--- src/rtl/core/tlfq_pkg.sv ---
package tlfq_pkg;

  localparam int DEF_NUM_SLOTS = 64;
  localparam int LEVELS = 3;
  localparam logic [15:0] WAIT_MAX = 16'hFFFF;

  localparam logic [15:0] RST_Q0 = 16'd1;
  localparam logic [15:0] RST_Q1 = 16'd2;
  localparam logic [15:0] RST_Q2 = 16'd8;
  localparam logic [15:0] RST_BOOST = 16'd50;

  typedef enum logic [1:0] {
    FN_ADMIT = 2'd0,
    FN_SETRUN = 2'd1,
    FN_PICK = 2'd2,
    FN_REPORT = 2'd3
  } func_t;

  typedef enum logic [1:0] {
    REG_Q0 = 2'd0,
    REG_Q1 = 2'd1,
    REG_Q2 = 2'd2,
    REG_BOOST = 2'd3
  } reg_idx_t;

  typedef struct packed {
    logic [15:0] q0;
    logic [15:0] q1;
    logic [15:0] q2;
    logic [15:0] boost;
  } cfg_regs_t;

endpackage

--- src/rtl/core/tlfq_if.sv ---
interface tlfq_in_if;
  logic       valid;
  logic       ready;
  logic [1:0] func;
  logic [5:0] slot;
  logic [5:0] position;
  logic       runnable;
  logic [15:0] duration;
  modport source (output valid, func, slot, position, runnable, duration, input ready);
  modport sink (input valid, func, slot, position, runnable, duration, output ready);
endinterface

interface tlfq_out_if;
  logic       valid;
  logic       ready;
  logic [5:0] chosen_slot;
  logic [1:0] chosen_level;
  logic [5:0] chosen_position;
  logic       found;
  logic       demoted;
  logic [6:0] boosted_count;
  modport source (output valid, chosen_slot, chosen_level, chosen_position, found, demoted,
                  boosted_count, input ready);
  modport sink (input valid, chosen_slot, chosen_level, chosen_position, found, demoted,
                boosted_count, output ready);
endinterface

interface tlfq_cfg_if;
  logic        valid;
  logic        ready;
  logic [1:0]  index;
  logic [15:0] data;
  modport source (output valid, index, data, input ready);
  modport sink (input valid, index, data, output ready);
endinterface

--- src/rtl/core/tlfq_cfg.sv ---
module tlfq_cfg
  import tlfq_pkg::*;
(
  input  logic       clk,
  input  logic       rst_n,
  tlfq_cfg_if.sink   cfg,
  output cfg_regs_t  regs
);

  cfg_regs_t regs_r;

  assign cfg.ready = 1'b1;
  assign regs = regs_r;

  // Register file written one beat at a time.
  always_ff @(posedge clk) begin
    if (!rst_n) begin
      regs_r <= '{q0: RST_Q0, q1: RST_Q1, q2: RST_Q2, boost: RST_BOOST};
    end else if (cfg.valid) begin
      case (reg_idx_t'(cfg.index))
        REG_Q0: regs_r.q0 <= cfg.data;
        REG_Q1: regs_r.q1 <= cfg.data;
        REG_Q2: regs_r.q2 <= cfg.data;
        REG_BOOST: regs_r.boost <= cfg.data;
        default: regs_r <= regs_r;
      endcase
    end
  end

endmodule

--- src/rtl/core/tlfq_engine.sv ---
module tlfq_engine
  import tlfq_pkg::*;
#(
  parameter int NUM_SLOTS = DEF_NUM_SLOTS
) (
  input  logic       clk,
  input  logic       rst_n,
  input  cfg_regs_t  regs,
  tlfq_in_if.sink    in_ch,
  tlfq_out_if.source out_ch
);

  localparam int SW = (NUM_SLOTS > 1) ? $clog2(NUM_SLOTS) : 1;
  localparam int LW = $clog2(NUM_SLOTS + 1);
  localparam int AW = $clog2(LEVELS * NUM_SLOTS);
  localparam logic [LW-1:0] NFULL = LW'(NUM_SLOTS);
  localparam int CW = $clog2(3 * NUM_SLOTS + 9);
  localparam logic [CW-1:0] PICK_STEPS = CW'(3 * NUM_SLOTS + 8);

  typedef enum logic [3:0] {
    S_IDLE, S_PURGE, S_SHIFT, S_APPEND, S_PICK, S_RLOOK, S_RDEC,
    S_AGE, S_AGEW, S_OUT
  } state_t;

  // Queue memory (levels stacked) and per-slot wait-time memory.
  logic [5:0]  qmem [LEVELS*NUM_SLOTS];
  logic [15:0] wmem [NUM_SLOTS];
  logic [AW-1:0] q_raddr, q_waddr;
  logic          q_we;
  logic [5:0]    q_wdata, q_rdata_r;
  logic [SW-1:0] w_raddr, w_waddr;
  logic          w_we;
  logic [15:0]   w_wdata, w_rdata_r;

  always_ff @(posedge clk) begin
    if (q_we) qmem[q_waddr] <= q_wdata;
    q_rdata_r <= qmem[q_raddr];
    if (w_we) wmem[w_waddr] <= w_wdata;
    w_rdata_r <= wmem[w_raddr];
  end

  function automatic logic [AW-1:0] qa(input logic [1:0] l, input logic [LW-1:0] p);
    qa = AW'(l) * AW'(NUM_SLOTS) + AW'(p);
  endfunction

  state_t state_r;
  logic [LW-1:0] len_r [LEVELS];
  logic [NUM_SLOTS-1:0] run_r;
  logic [1:0] cl_r;
  logic [LW-1:0] cp_r;
  // Item registers.
  logic [5:0] slot_r, pos_r;
  logic [15:0] dur_r;
  // Walk registers.
  logic [1:0] lvl_r;
  logic [LW-1:0] p_r;
  logic [CW-1:0] cnt_r;
  logic pend_r;
  // Shift / append control.
  logic [1:0] sh_l_r;
  logic [LW-1:0] sh_j_r;
  logic [1:0] ap_l_r;
  logic [5:0] ap_s_r;
  logic ap_en_r;
  state_t ret_r;
  logic [1:0] rpt_l_r;
  logic [1:0] age_st_r;
  // Result.
  logic [5:0] r_slot_r, r_pos_r;
  logic [1:0] r_lvl_r;
  logic r_found_r, r_dem_r;
  logic [6:0] r_boost_r;
  logic [5:0] age_s_r;

  assign in_ch.ready = (state_r == S_IDLE);
  assign out_ch.valid = (state_r == S_OUT);
  assign out_ch.chosen_slot = r_slot_r;
  assign out_ch.chosen_level = r_lvl_r;
  assign out_ch.chosen_position = r_pos_r;
  assign out_ch.found = r_found_r;
  assign out_ch.demoted = r_dem_r;
  assign out_ch.boosted_count = r_boost_r;

  logic slot_ok;
  assign slot_ok = (32'(in_ch.slot) < NUM_SLOTS);
  logic run_s;
  assign run_s = (32'(q_rdata_r) < NUM_SLOTS) && run_r[SW'(q_rdata_r)];
  logic [16:0] wsum;
  assign wsum = {1'b0, w_rdata_r} + {1'b0, dur_r};
  logic [15:0] wsat;
  assign wsat = wsum[16] ? WAIT_MAX : wsum[15:0];
  logic [15:0] qsel;
  assign qsel = (rpt_l_r == 2'd0) ? regs.q0 : (rpt_l_r == 2'd1) ? regs.q1 : regs.q2;

  // Memory addressing follows the current state.
  always_comb begin
    q_raddr = qa(lvl_r, p_r);
    q_we = 1'b0;
    q_waddr = qa(ap_l_r, len_r[ap_l_r]);
    q_wdata = ap_s_r;
    w_raddr = SW'(q_rdata_r);
    w_we = 1'b0;
    w_waddr = SW'(age_s_r);
    w_wdata = '0;
    case (state_r)
      S_SHIFT: begin
        // The read address runs two entries ahead of the write address while a copy is in flight.
        q_raddr = qa(sh_l_r, pend_r ? sh_j_r + LW'(2) : sh_j_r + LW'(1));
        q_waddr = qa(sh_l_r, sh_j_r);
        q_wdata = q_rdata_r;
        q_we = pend_r;
      end
      S_APPEND: q_we = ap_en_r && (len_r[ap_l_r] < NFULL);
      S_RLOOK: q_raddr = qa(lvl_r, LW'(pos_r));
      S_IDLE: begin
        w_waddr = SW'(in_ch.slot);
        w_we = in_ch.valid && slot_ok && (func_t'(in_ch.func) == FN_ADMIT);
      end
      S_AGEW: begin
        w_we = 1'b1;
        w_wdata = (wsat > regs.boost && len_r[0] < NFULL) ? 16'd0 : wsat;
      end
      default: ;
    endcase
  end

  always_ff @(posedge clk) begin
    if (!rst_n) begin
      state_r <= S_IDLE;
      for (int i = 0; i < LEVELS; i++) len_r[i] <= '0;
      run_r <= '0;
      cl_r <= '0;
      cp_r <= '0;
      pend_r <= 1'b0;
    end else begin
      case (state_r)
        S_IDLE: if (in_ch.valid) begin
          slot_r <= in_ch.slot;
          pos_r <= in_ch.position;
          dur_r <= in_ch.duration;
          r_slot_r <= in_ch.slot;
          r_lvl_r <= '0; r_pos_r <= '0; r_found_r <= 1'b0;
          r_dem_r <= 1'b0; r_boost_r <= '0;
          pend_r <= 1'b0;
          lvl_r <= '0; p_r <= '0; cnt_r <= '0;
          if (func_t'(in_ch.func) == FN_PICK) begin
            r_slot_r <= '0;
            lvl_r <= (cl_r > 2'd2) ? 2'd0 : cl_r;
            p_r <= (cl_r > 2'd2) ? '0 : cp_r;
            state_r <= S_PICK;
          end else if (!slot_ok) begin
            state_r <= S_OUT;
          end else if (func_t'(in_ch.func) == FN_SETRUN) begin
            run_r[SW'(in_ch.slot)] <= in_ch.runnable;
            state_r <= S_OUT;
          end else if (func_t'(in_ch.func) == FN_ADMIT) begin
            run_r[SW'(in_ch.slot)] <= 1'b0;
            state_r <= S_PURGE;
          end else begin
            state_r <= S_RLOOK;
          end
        end
        // Search each level for the slot; pend_r marks a read in flight.
        S_PURGE: begin
          if (!pend_r) begin
            if (p_r < len_r[lvl_r]) pend_r <= 1'b1;
            else if (lvl_r == 2'd2) begin
              ap_l_r <= 2'd0; ap_s_r <= slot_r; ap_en_r <= 1'b1;
              r_pos_r <= (len_r[0] < NFULL) ? 6'(len_r[0]) : 6'd0;
              ret_r <= S_OUT;
              state_r <= S_APPEND;
            end else begin
              lvl_r <= lvl_r + 2'd1; p_r <= '0;
            end
          end else begin
            pend_r <= 1'b0;
            if (q_rdata_r == slot_r) begin
              sh_l_r <= lvl_r; sh_j_r <= p_r; ret_r <= S_PURGE;
              lvl_r <= lvl_r + 2'd1; p_r <= '0;
              if (lvl_r == 2'd2) begin
                lvl_r <= 2'd2; p_r <= len_r[2];
              end
              state_r <= S_SHIFT;
            end else p_r <= p_r + LW'(1);
          end
        end
        // Close the gap at sh_j_r by copying each later entry down.
        S_SHIFT: begin
          if (pend_r) sh_j_r <= sh_j_r + LW'(1);
          if ((pend_r ? sh_j_r + LW'(2) : sh_j_r + LW'(1)) < len_r[sh_l_r]) begin
            pend_r <= 1'b1;
          end else begin
            pend_r <= 1'b0;
            len_r[sh_l_r] <= len_r[sh_l_r] - LW'(1);
            state_r <= S_APPEND;
          end
        end
        S_APPEND: begin
          if (ap_en_r && len_r[ap_l_r] < NFULL) len_r[ap_l_r] <= len_r[ap_l_r] + LW'(1);
          ap_en_r <= 1'b0;
          state_r <= ret_r;
          if (ret_r == S_AGE) pend_r <= 1'b0;
        end
        // Cursor walk: request one entry, then test the slot that it returns.
        S_PICK: begin
          if (cnt_r == PICK_STEPS) state_r <= S_OUT;
          else if (!pend_r) begin
            if (p_r < len_r[lvl_r]) pend_r <= 1'b1;
            else begin
              lvl_r <= (lvl_r == 2'd2) ? 2'd0 : lvl_r + 2'd1;
              p_r <= '0;
              cnt_r <= cnt_r + CW'(1);
            end
          end else begin
            pend_r <= 1'b0;
            cnt_r <= cnt_r + CW'(1);
            if (run_s) begin
              r_slot_r <= q_rdata_r; r_lvl_r <= lvl_r; r_pos_r <= 6'(p_r);
              r_found_r <= 1'b1;
              cl_r <= lvl_r; cp_r <= p_r + LW'(1);
              state_r <= S_OUT;
            end else p_r <= p_r + LW'(1);
          end
        end
        // Find the first level whose entry at the position is the slot.
        S_RLOOK: begin
          if (!pend_r) begin
            p_r <= LW'(pos_r);
            if (32'(pos_r) < 32'(len_r[lvl_r])) pend_r <= 1'b1;
            else if (lvl_r == 2'd2) state_r <= S_OUT;
            else lvl_r <= lvl_r + 2'd1;
          end else begin
            pend_r <= 1'b0;
            if (q_rdata_r == slot_r) begin
              rpt_l_r <= lvl_r; r_lvl_r <= lvl_r; r_pos_r <= pos_r;
              state_r <= S_RDEC;
            end else if (lvl_r == 2'd2) state_r <= S_OUT;
            else lvl_r <= lvl_r + 2'd1;
          end
        end
        S_RDEC: begin
          lvl_r <= 2'd2;
          p_r <= (rpt_l_r == 2'd2) ? LW'(pos_r) : '0;
          ret_r <= S_AGE;
          ap_en_r <= 1'b0;
          state_r <= S_AGE;
          if (dur_r >= qsel &&
              (rpt_l_r == 2'd2 || len_r[rpt_l_r + 2'd1] < NFULL)) begin
            r_dem_r <= 1'b1;
            sh_l_r <= rpt_l_r; sh_j_r <= LW'(pos_r);
            ap_l_r <= (rpt_l_r == 2'd2) ? 2'd2 : rpt_l_r + 2'd1;
            ap_s_r <= slot_r; ap_en_r <= 1'b1;
            state_r <= S_SHIFT;
          end
        end
        // Aging: read entry, then its wait time, then update.
        S_AGE: begin
          if (!pend_r) begin
            if (p_r < len_r[2]) pend_r <= 1'b1;
            else state_r <= S_OUT;
            age_st_r <= 2'd0;
          end else if (age_st_r == 2'd0) begin
            age_s_r <= q_rdata_r;
            if (run_s) age_st_r <= 2'd1;
            else begin
              pend_r <= 1'b0; p_r <= p_r + LW'(1);
            end
          end else begin
            state_r <= S_AGEW;
          end
        end
        S_AGEW: begin
          pend_r <= 1'b0;
          age_st_r <= 2'd0;
          if (wsat > regs.boost && len_r[0] < NFULL) begin
            r_boost_r <= r_boost_r + 7'd1;
            sh_l_r <= 2'd2; sh_j_r <= p_r;
            ap_l_r <= 2'd0; ap_s_r <= age_s_r; ap_en_r <= 1'b1;
            ret_r <= S_AGE;
            state_r <= S_SHIFT;
          end else begin
            p_r <= p_r + LW'(1);
            state_r <= S_AGE;
          end
        end
        S_OUT: if (out_ch.ready) state_r <= S_IDLE;
        default: state_r <= S_IDLE;
      endcase
    end
  end

endmodule

--- src/rtl/core/three_level_feedback_queue_scheduler_core.sv ---
// Three-level feedback queue scheduler over task slots.
// Channels: in (func, slot, position, runnable, duration), out (one result
// beat per input beat) and cfg (register index and 16-bit write data).
// The block handles one item at a time: in_ready is high only when idle, and
// the result waits in the output register until out_ready takes the beat.
// The work depends on the event: set runnable goes straight to the output;
// admit scans all three queues (a read, then a compare, per entry) plus the
// shift that closes the gap; pick walks the cursor, one entry read at a time,
// at most 3*NUM_SLOTS+8 steps; a run report adds the shift, the append and an
// aging scan of level 2. All of it is set by the single read port of the
// queue memory and its registered read data.
// Reset (rst_n low, synchronous) empties the queues, clears runnable flags,
// the cursor and loads the default quanta and boost limit. Wait times are
// cleared on admit, which precedes any use of a slot's wait time. A stalled
// receiver holds the block in its output state.
module three_level_feedback_queue_scheduler_core
  import tlfq_pkg::*;
#(
  parameter int NUM_SLOTS = DEF_NUM_SLOTS
) (
  input logic        clk,
  input logic        rst_n,
  tlfq_in_if.sink    in_ch,
  tlfq_out_if.source out_ch,
  tlfq_cfg_if.sink   cfg_ch
);

  cfg_regs_t regs;

  tlfq_cfg u_cfg (.clk(clk), .rst_n(rst_n), .cfg(cfg_ch), .regs(regs));

  tlfq_engine #(.NUM_SLOTS(NUM_SLOTS)) u_engine (
    .clk(clk), .rst_n(rst_n), .regs(regs), .in_ch(in_ch), .out_ch(out_ch)
  );

endmodule

--- src/flat_wrapper.sv ---
// flat-port wrapper written by rule: the top's interface ports become plain ports
module three_level_feedback_queue_scheduler_core_flat import tlfq_pkg::*;
#(
  parameter int NUM_SLOTS = DEF_NUM_SLOTS
)
  (clk, rst_n, in_ch_valid, in_ch_func, in_ch_slot, in_ch_position, in_ch_runnable, in_ch_duration, in_ch_ready, out_ch_valid, out_ch_chosen_slot, out_ch_chosen_level, out_ch_chosen_position, out_ch_found, out_ch_demoted, out_ch_boosted_count, out_ch_ready, cfg_ch_valid, cfg_ch_index, cfg_ch_data, cfg_ch_ready);
  tlfq_in_if in_ch_i ();
  tlfq_out_if out_ch_i ();
  tlfq_cfg_if cfg_ch_i ();
  input logic clk;
  input logic rst_n;
  input wire logic [$bits(in_ch_i.valid)-1:0] in_ch_valid;
  input wire logic [$bits(in_ch_i.func)-1:0] in_ch_func;
  input wire logic [$bits(in_ch_i.slot)-1:0] in_ch_slot;
  input wire logic [$bits(in_ch_i.position)-1:0] in_ch_position;
  input wire logic [$bits(in_ch_i.runnable)-1:0] in_ch_runnable;
  input wire logic [$bits(in_ch_i.duration)-1:0] in_ch_duration;
  output wire logic [$bits(in_ch_i.ready)-1:0] in_ch_ready;
  output wire logic [$bits(out_ch_i.valid)-1:0] out_ch_valid;
  output wire logic [$bits(out_ch_i.chosen_slot)-1:0] out_ch_chosen_slot;
  output wire logic [$bits(out_ch_i.chosen_level)-1:0] out_ch_chosen_level;
  output wire logic [$bits(out_ch_i.chosen_position)-1:0] out_ch_chosen_position;
  output wire logic [$bits(out_ch_i.found)-1:0] out_ch_found;
  output wire logic [$bits(out_ch_i.demoted)-1:0] out_ch_demoted;
  output wire logic [$bits(out_ch_i.boosted_count)-1:0] out_ch_boosted_count;
  input wire logic [$bits(out_ch_i.ready)-1:0] out_ch_ready;
  input wire logic [$bits(cfg_ch_i.valid)-1:0] cfg_ch_valid;
  input wire logic [$bits(cfg_ch_i.index)-1:0] cfg_ch_index;
  input wire logic [$bits(cfg_ch_i.data)-1:0] cfg_ch_data;
  output wire logic [$bits(cfg_ch_i.ready)-1:0] cfg_ch_ready;
  assign in_ch_i.valid = in_ch_valid;
  assign in_ch_i.func = in_ch_func;
  assign in_ch_i.slot = in_ch_slot;
  assign in_ch_i.position = in_ch_position;
  assign in_ch_i.runnable = in_ch_runnable;
  assign in_ch_i.duration = in_ch_duration;
  assign in_ch_ready = in_ch_i.ready;
  assign out_ch_valid = out_ch_i.valid;
  assign out_ch_chosen_slot = out_ch_i.chosen_slot;
  assign out_ch_chosen_level = out_ch_i.chosen_level;
  assign out_ch_chosen_position = out_ch_i.chosen_position;
  assign out_ch_found = out_ch_i.found;
  assign out_ch_demoted = out_ch_i.demoted;
  assign out_ch_boosted_count = out_ch_i.boosted_count;
  assign out_ch_i.ready = out_ch_ready;
  assign cfg_ch_i.valid = cfg_ch_valid;
  assign cfg_ch_i.index = cfg_ch_index;
  assign cfg_ch_i.data = cfg_ch_data;
  assign cfg_ch_ready = cfg_ch_i.ready;
  three_level_feedback_queue_scheduler_core #(.NUM_SLOTS(NUM_SLOTS)) u_core (.clk(clk), .rst_n(rst_n), .in_ch(in_ch_i), .out_ch(out_ch_i), .cfg_ch(cfg_ch_i));
endmodule
--- config.mk ---
export PLATFORM = sky130hd
export DESIGN_NAME = three_level_feedback_queue_scheduler_core_flat
export DESIGN_NICKNAME = d
export VERILOG_FILES = /design/src/rtl/core/tlfq_pkg.sv /design/src/rtl/core/tlfq_if.sv /design/src/rtl/core/tlfq_cfg.sv /design/src/rtl/core/tlfq_engine.sv /design/src/rtl/core/three_level_feedback_queue_scheduler_core.sv /design/src/flat_wrapper.sv
export SDC_FILE = /design/constraint.sdc
export NUM_CORES = 2
export LEC_CHECK = 0
export BUFFER_PORTS_ARGS = -buffer_cell sky130_fd_sc_hd__clkbuf_2
export CELL_PAD_IN_SITES_DETAIL_PLACEMENT = 0
export CELL_PAD_IN_SITES_GLOBAL_PLACEMENT = 1
export CORE_MARGIN = 8
export CORE_UTILIZATION = 34
export DETAILED_ROUTE_END_ITERATION = 6
export GPL_TIMING_DRIVEN = 0
export MAX_ROUTING_LAYER = met4
export PLACE_DENSITY_LB_ADDON = 0.15
export SLEW_MARGIN = 40
export SYNTH_ARGS = -nofsm -noshare
export SYNTH_HDL_FRONTEND = slang
export SYNTH_SLANG_ARGS = --single-unit
--- constraint.sdc ---
create_clock -name clk -period 6.34 [get_ports clk]
set_clock_uncertainty 0.05 [all_clocks]
set_input_delay 0.317 -clock clk [delete_from_list [all_inputs] [get_ports clk]]
set_output_delay 0.317 -clock clk [all_outputs]
set_load 0.05 [all_outputs]
==> key figures <==
Place
  – GPL Wtd Cong: just over 0.9
  – Post-DP HPWL: roughly 250000 um
  – Number of I/O port buffers: 76
  – Placement Cell Area: 0.111 mm^2
  – Cells after DPL: 11189

Global route
  – First-pass GRT wire length: ~490000 um
  – Initial antenna violation count: 17
  – Congestion Overflow GR: 0
  – Largest net degree at the start of global routing: 60
  – Vias in the first global route: around 64000
  – Tot GR Track Use: 0.222

Die
  – Die area: roughly 0.32 mm^2
  – Initial core utilization: 0.342
  – Die height: roughly 570 um
  – I/O pin cnt: 80
  – Die width: approximately 570 um
  – Row cnt: approximately 200
  – Core area: around 0.3 mm^2

Critical path
  – CP endpoint kind: register
  – Critical R2R Launch: u_core.u_engine.state_r[3]
  – Crit path DAT: ~6.9 ns
  – Critical Path RT: approximately 7.0 ns
  – CP Class: reg -> reg
  – Crit path launch: u_core.u_engine.state_r[3]
  – CP startpoint kind: register
  – Crit-path max FO: 13

Finish
  – Finished Cell Area: 0.121 mm^2
  – Leading cell types in the layout, fill and taps excluded: edfxtp_1, nand2_1, mux4_2
  – Area grow syn2layout: 18.0%
  – Final nets: between 7000 and 8000
  – Final std cells w/o fill: roughly 12000
  – Most common cell after layout, fill and taps aside: edfxtp_1
  – Reg area: a little over 0.07 mm^2
  – Multi-input gate area: ~0.029 mm^2
  – Layout cells sized above 1: 0.176
  – Fill cells: between 20000 and 30000

Power and ir drop
  – Clock share of power: 0.272
  – Sw frac: 0.399
  – Share of power burned in registers: 0.334
  – Leakage Power: around 40 nW
  – Comb power frac: 0.393
  – Pwr/cell area: ~480 mW/mm^2
  – P_int: 35.1 mW
  – Maximum vdd drop: about 0.44 mV
  – P_sw: about 23 mW
  – Final Power: a little under 60 mW

Status
  – Result of the run: complete, no violations

Synth
  – Synth Net Count: 7173
  – Gate Count Post-Synth: approximately 7000
  – Syn avg cell area: between 10 and 15 um^2
  – Yosys reg bits: around 2500
  – Synthesized area: around 0.1 mm^2
  – Post-synth EDFFs: roughly 2300
  – Cell variety after synth: 76
  – Top FF cell, synth: edfxtp_1
  – Ys Warns: 0
  – Sequential fraction of the synthesis area: 0.707
  – FFs w/ async S/R, synth: 0

STA
  – Worst slew margin: 0.323
  – Final hold violation count: 0
  – Period Utilization, post-route: 0.985
  – Setup Total Neg Slack: 0 ns
  – Final hold slack: between 0.1 and 0.15 ns
  – Max Slew Vio Count: 0
  – Crit path time final: around 6.2 ns
  – Worst-Margin Slew: roughly 1.0 ns
  – Fmax: 0.160 GHz
  – Setup violations, final: 0

Clock tree
  – CTS max path bufs: 4
  – Clock tree sinks: between 2000 and 2500
  – H-tree levels: 5
  – Clock latency on the worst-skew pair: about 0.90 ns
  – Clk root buf: clkbuf_16
  – Reg clk slew, reported paths: about 0.070 ns
  – Num CTS Buffers: approximately 280
  – CTS tree: yes

Route
  – Vias per cell: approximately 5.5
  – WL/cell: 29.9 um
  – Post-Route WL: ~350000 um
  – DRT iter0 DRCs: between 7000 and 8000
  – # DRC: 0
  – Router iterations before antenna repair: 7
  – Post-route ant nets: 0
  – Routed vias: about 65000

Worst hold path
  – Worst Hold Launch: in_ch_valid
  – Hold Path Class: in -> reg

Run
  – Max Cap Viol: 0
registers in the layout (all words and copies together), names as in the netlist, 4 cells and up, named ones only:
| signal | count |
|---|---|
| u_core.u_engine.len_r | 28 |
| u_core.u_engine.w_rdata_r | 16 |
| u_core.u_engine.wmem | 1024 |
| u_core.u_engine.sh_j_r | 7 |
| u_core.u_engine.p_r | 7 |
| u_core.u_cfg.regs | 64 |
| u_core.u_engine.q_rdata_r | 6 |
| u_core.u_engine.slot_r | 6 |
| u_core.u_engine.run_r | 64 |
| u_core.u_engine.out_ch.boosted_count | 7 |
| u_core.u_engine.state_r | 4 |
| u_core.u_engine.qmem | 1152 |
| u_core.u_engine.cp_r | 7 |
| u_core.u_engine.age_s_r | 6 |
| u_core.u_engine.cnt_r | 8 |
| u_core.u_engine.ap_s_r | 6 |
| u_core.u_engine.pos_r | 6 |
| u_core.u_engine.out_ch.chosen_slot | 6 |
| u_core.u_engine.dur_r | 16 |
| u_core.u_engine.out_ch.chosen_position | 6 |
cell type report:
cell class,count,share of cell area
clock inverters,160,0.0121
inverters,76,0.00241
diodes,12,0.000248
multi-input cells,4027,0.237
clock buffers,341,0.0609
well taps,3958,0.0409
plain buffers,460,0.0178
flip-flops and latches,2471,0.599
repair buffers,275,0.0297
per-stage QoR:
stage,worst slack [ns],utilization
after floorplan,-0.302,-
after detailed placement,-1.39,0.371
after global routing,-0.00954,0.403
final,0.0941,0.404
after CTS,0.0376,0.403
after global placement,-4.96,0.360
cell usage after synthesis, drive strengths merged, types with 106 or more instances:
cell type	number	area share
edfxtp	2301	0.67
nand2	1479	0.054
nor2	400	0.015
mux4	378	0.083
nand3	279	0.014
clkbuf	272	0.0099
and3	190	0.012
buf	188	0.0098
dfxtp	170	0.033
o21ai	138	0.0067
a21oi	131	0.0064
a211oi	111	0.0081
a21boi	110	0.0080
a31oi	106	0.0065
metal layers:
metal / global-route usage / vias up / wire length (um)
li1: - / 27949 / -
met1: 0.314 / 34067 / 159000
met2: 0.336 / 2443 / 160000
met3: 0.0340 / 516 / 23800
met4: 0.0567 / 0 / 10100
met5: - / - / 0
path summary, 6_finish.rpt:
| kind | cells past startpoint | slack [ns] | endpoint |
|---|---|---|---|
| max reg2reg | 14 | 0.09 | u_core.u_engine.q_rdata_r[1] |
| min | 2 | 0.10 | u_core.u_engine.slot_r[2] |
| min reg2reg | 0 | 0.38 | u_core.u_engine.age_s_r[2] |
| max | 14 | 0.09 | u_core.u_engine.q_rdata_r[1] |
worst max-delay path: stages, from the launching register on:
cell	delay, ns
dfxtp_1	0.39
buf_2	0.25
and4bb_2	0.32
buf_2	0.28
and2_1	0.33
a221oi_4	0.68
buf_2	0.42
buf_4	0.43
buf_2	0.60
nand3_1	0.17
a32oi_1	0.58
o221ai_1	0.41
a22oi_1	0.33
o221ai_1	0.18
a221o_1	0.52
power groups by stage:
stage	logic (mW)	registers (mW)	clock network, mW
global placement	21.7	20.5	0
floorplan	11.7	20.1	0
detailed placement	22.5	19.9	0
global route	24.0	19.6	16.7
CTS	22.8	19.5	16.2
finish	23.0	19.5	15.9
logic make-up (layout without fill, tap and decap cells):
group,count (synthesis),after routing,synth area share
AND/OR/NAND/NOR,2555,2561,0.107
flip-flops,2471,2471,0.707
AO/OA/AOI/OAI,895,895,0.0608
buffers and inverters,536,1312,0.0225
multiplexers,418,418,0.0869
adder cells (fa/ha/maj),91,91,0.0112
XOR/XNOR,61,61,0.00521
other,1,13,0.0000365
what timing repair did:
action | 4_1_cts | 5_1_grt
setup endpoints to repair | 1067 | 517
gates cloned | 6 | 0
resized for setup | 17 | 12
hold buffers | 50 | 0
pin swaps | 7 | 3
buffers inserted | 11 | 10
hold endpoints to repair | 96 | 0
Note: power is estimated with default switching activity, not from simulation.
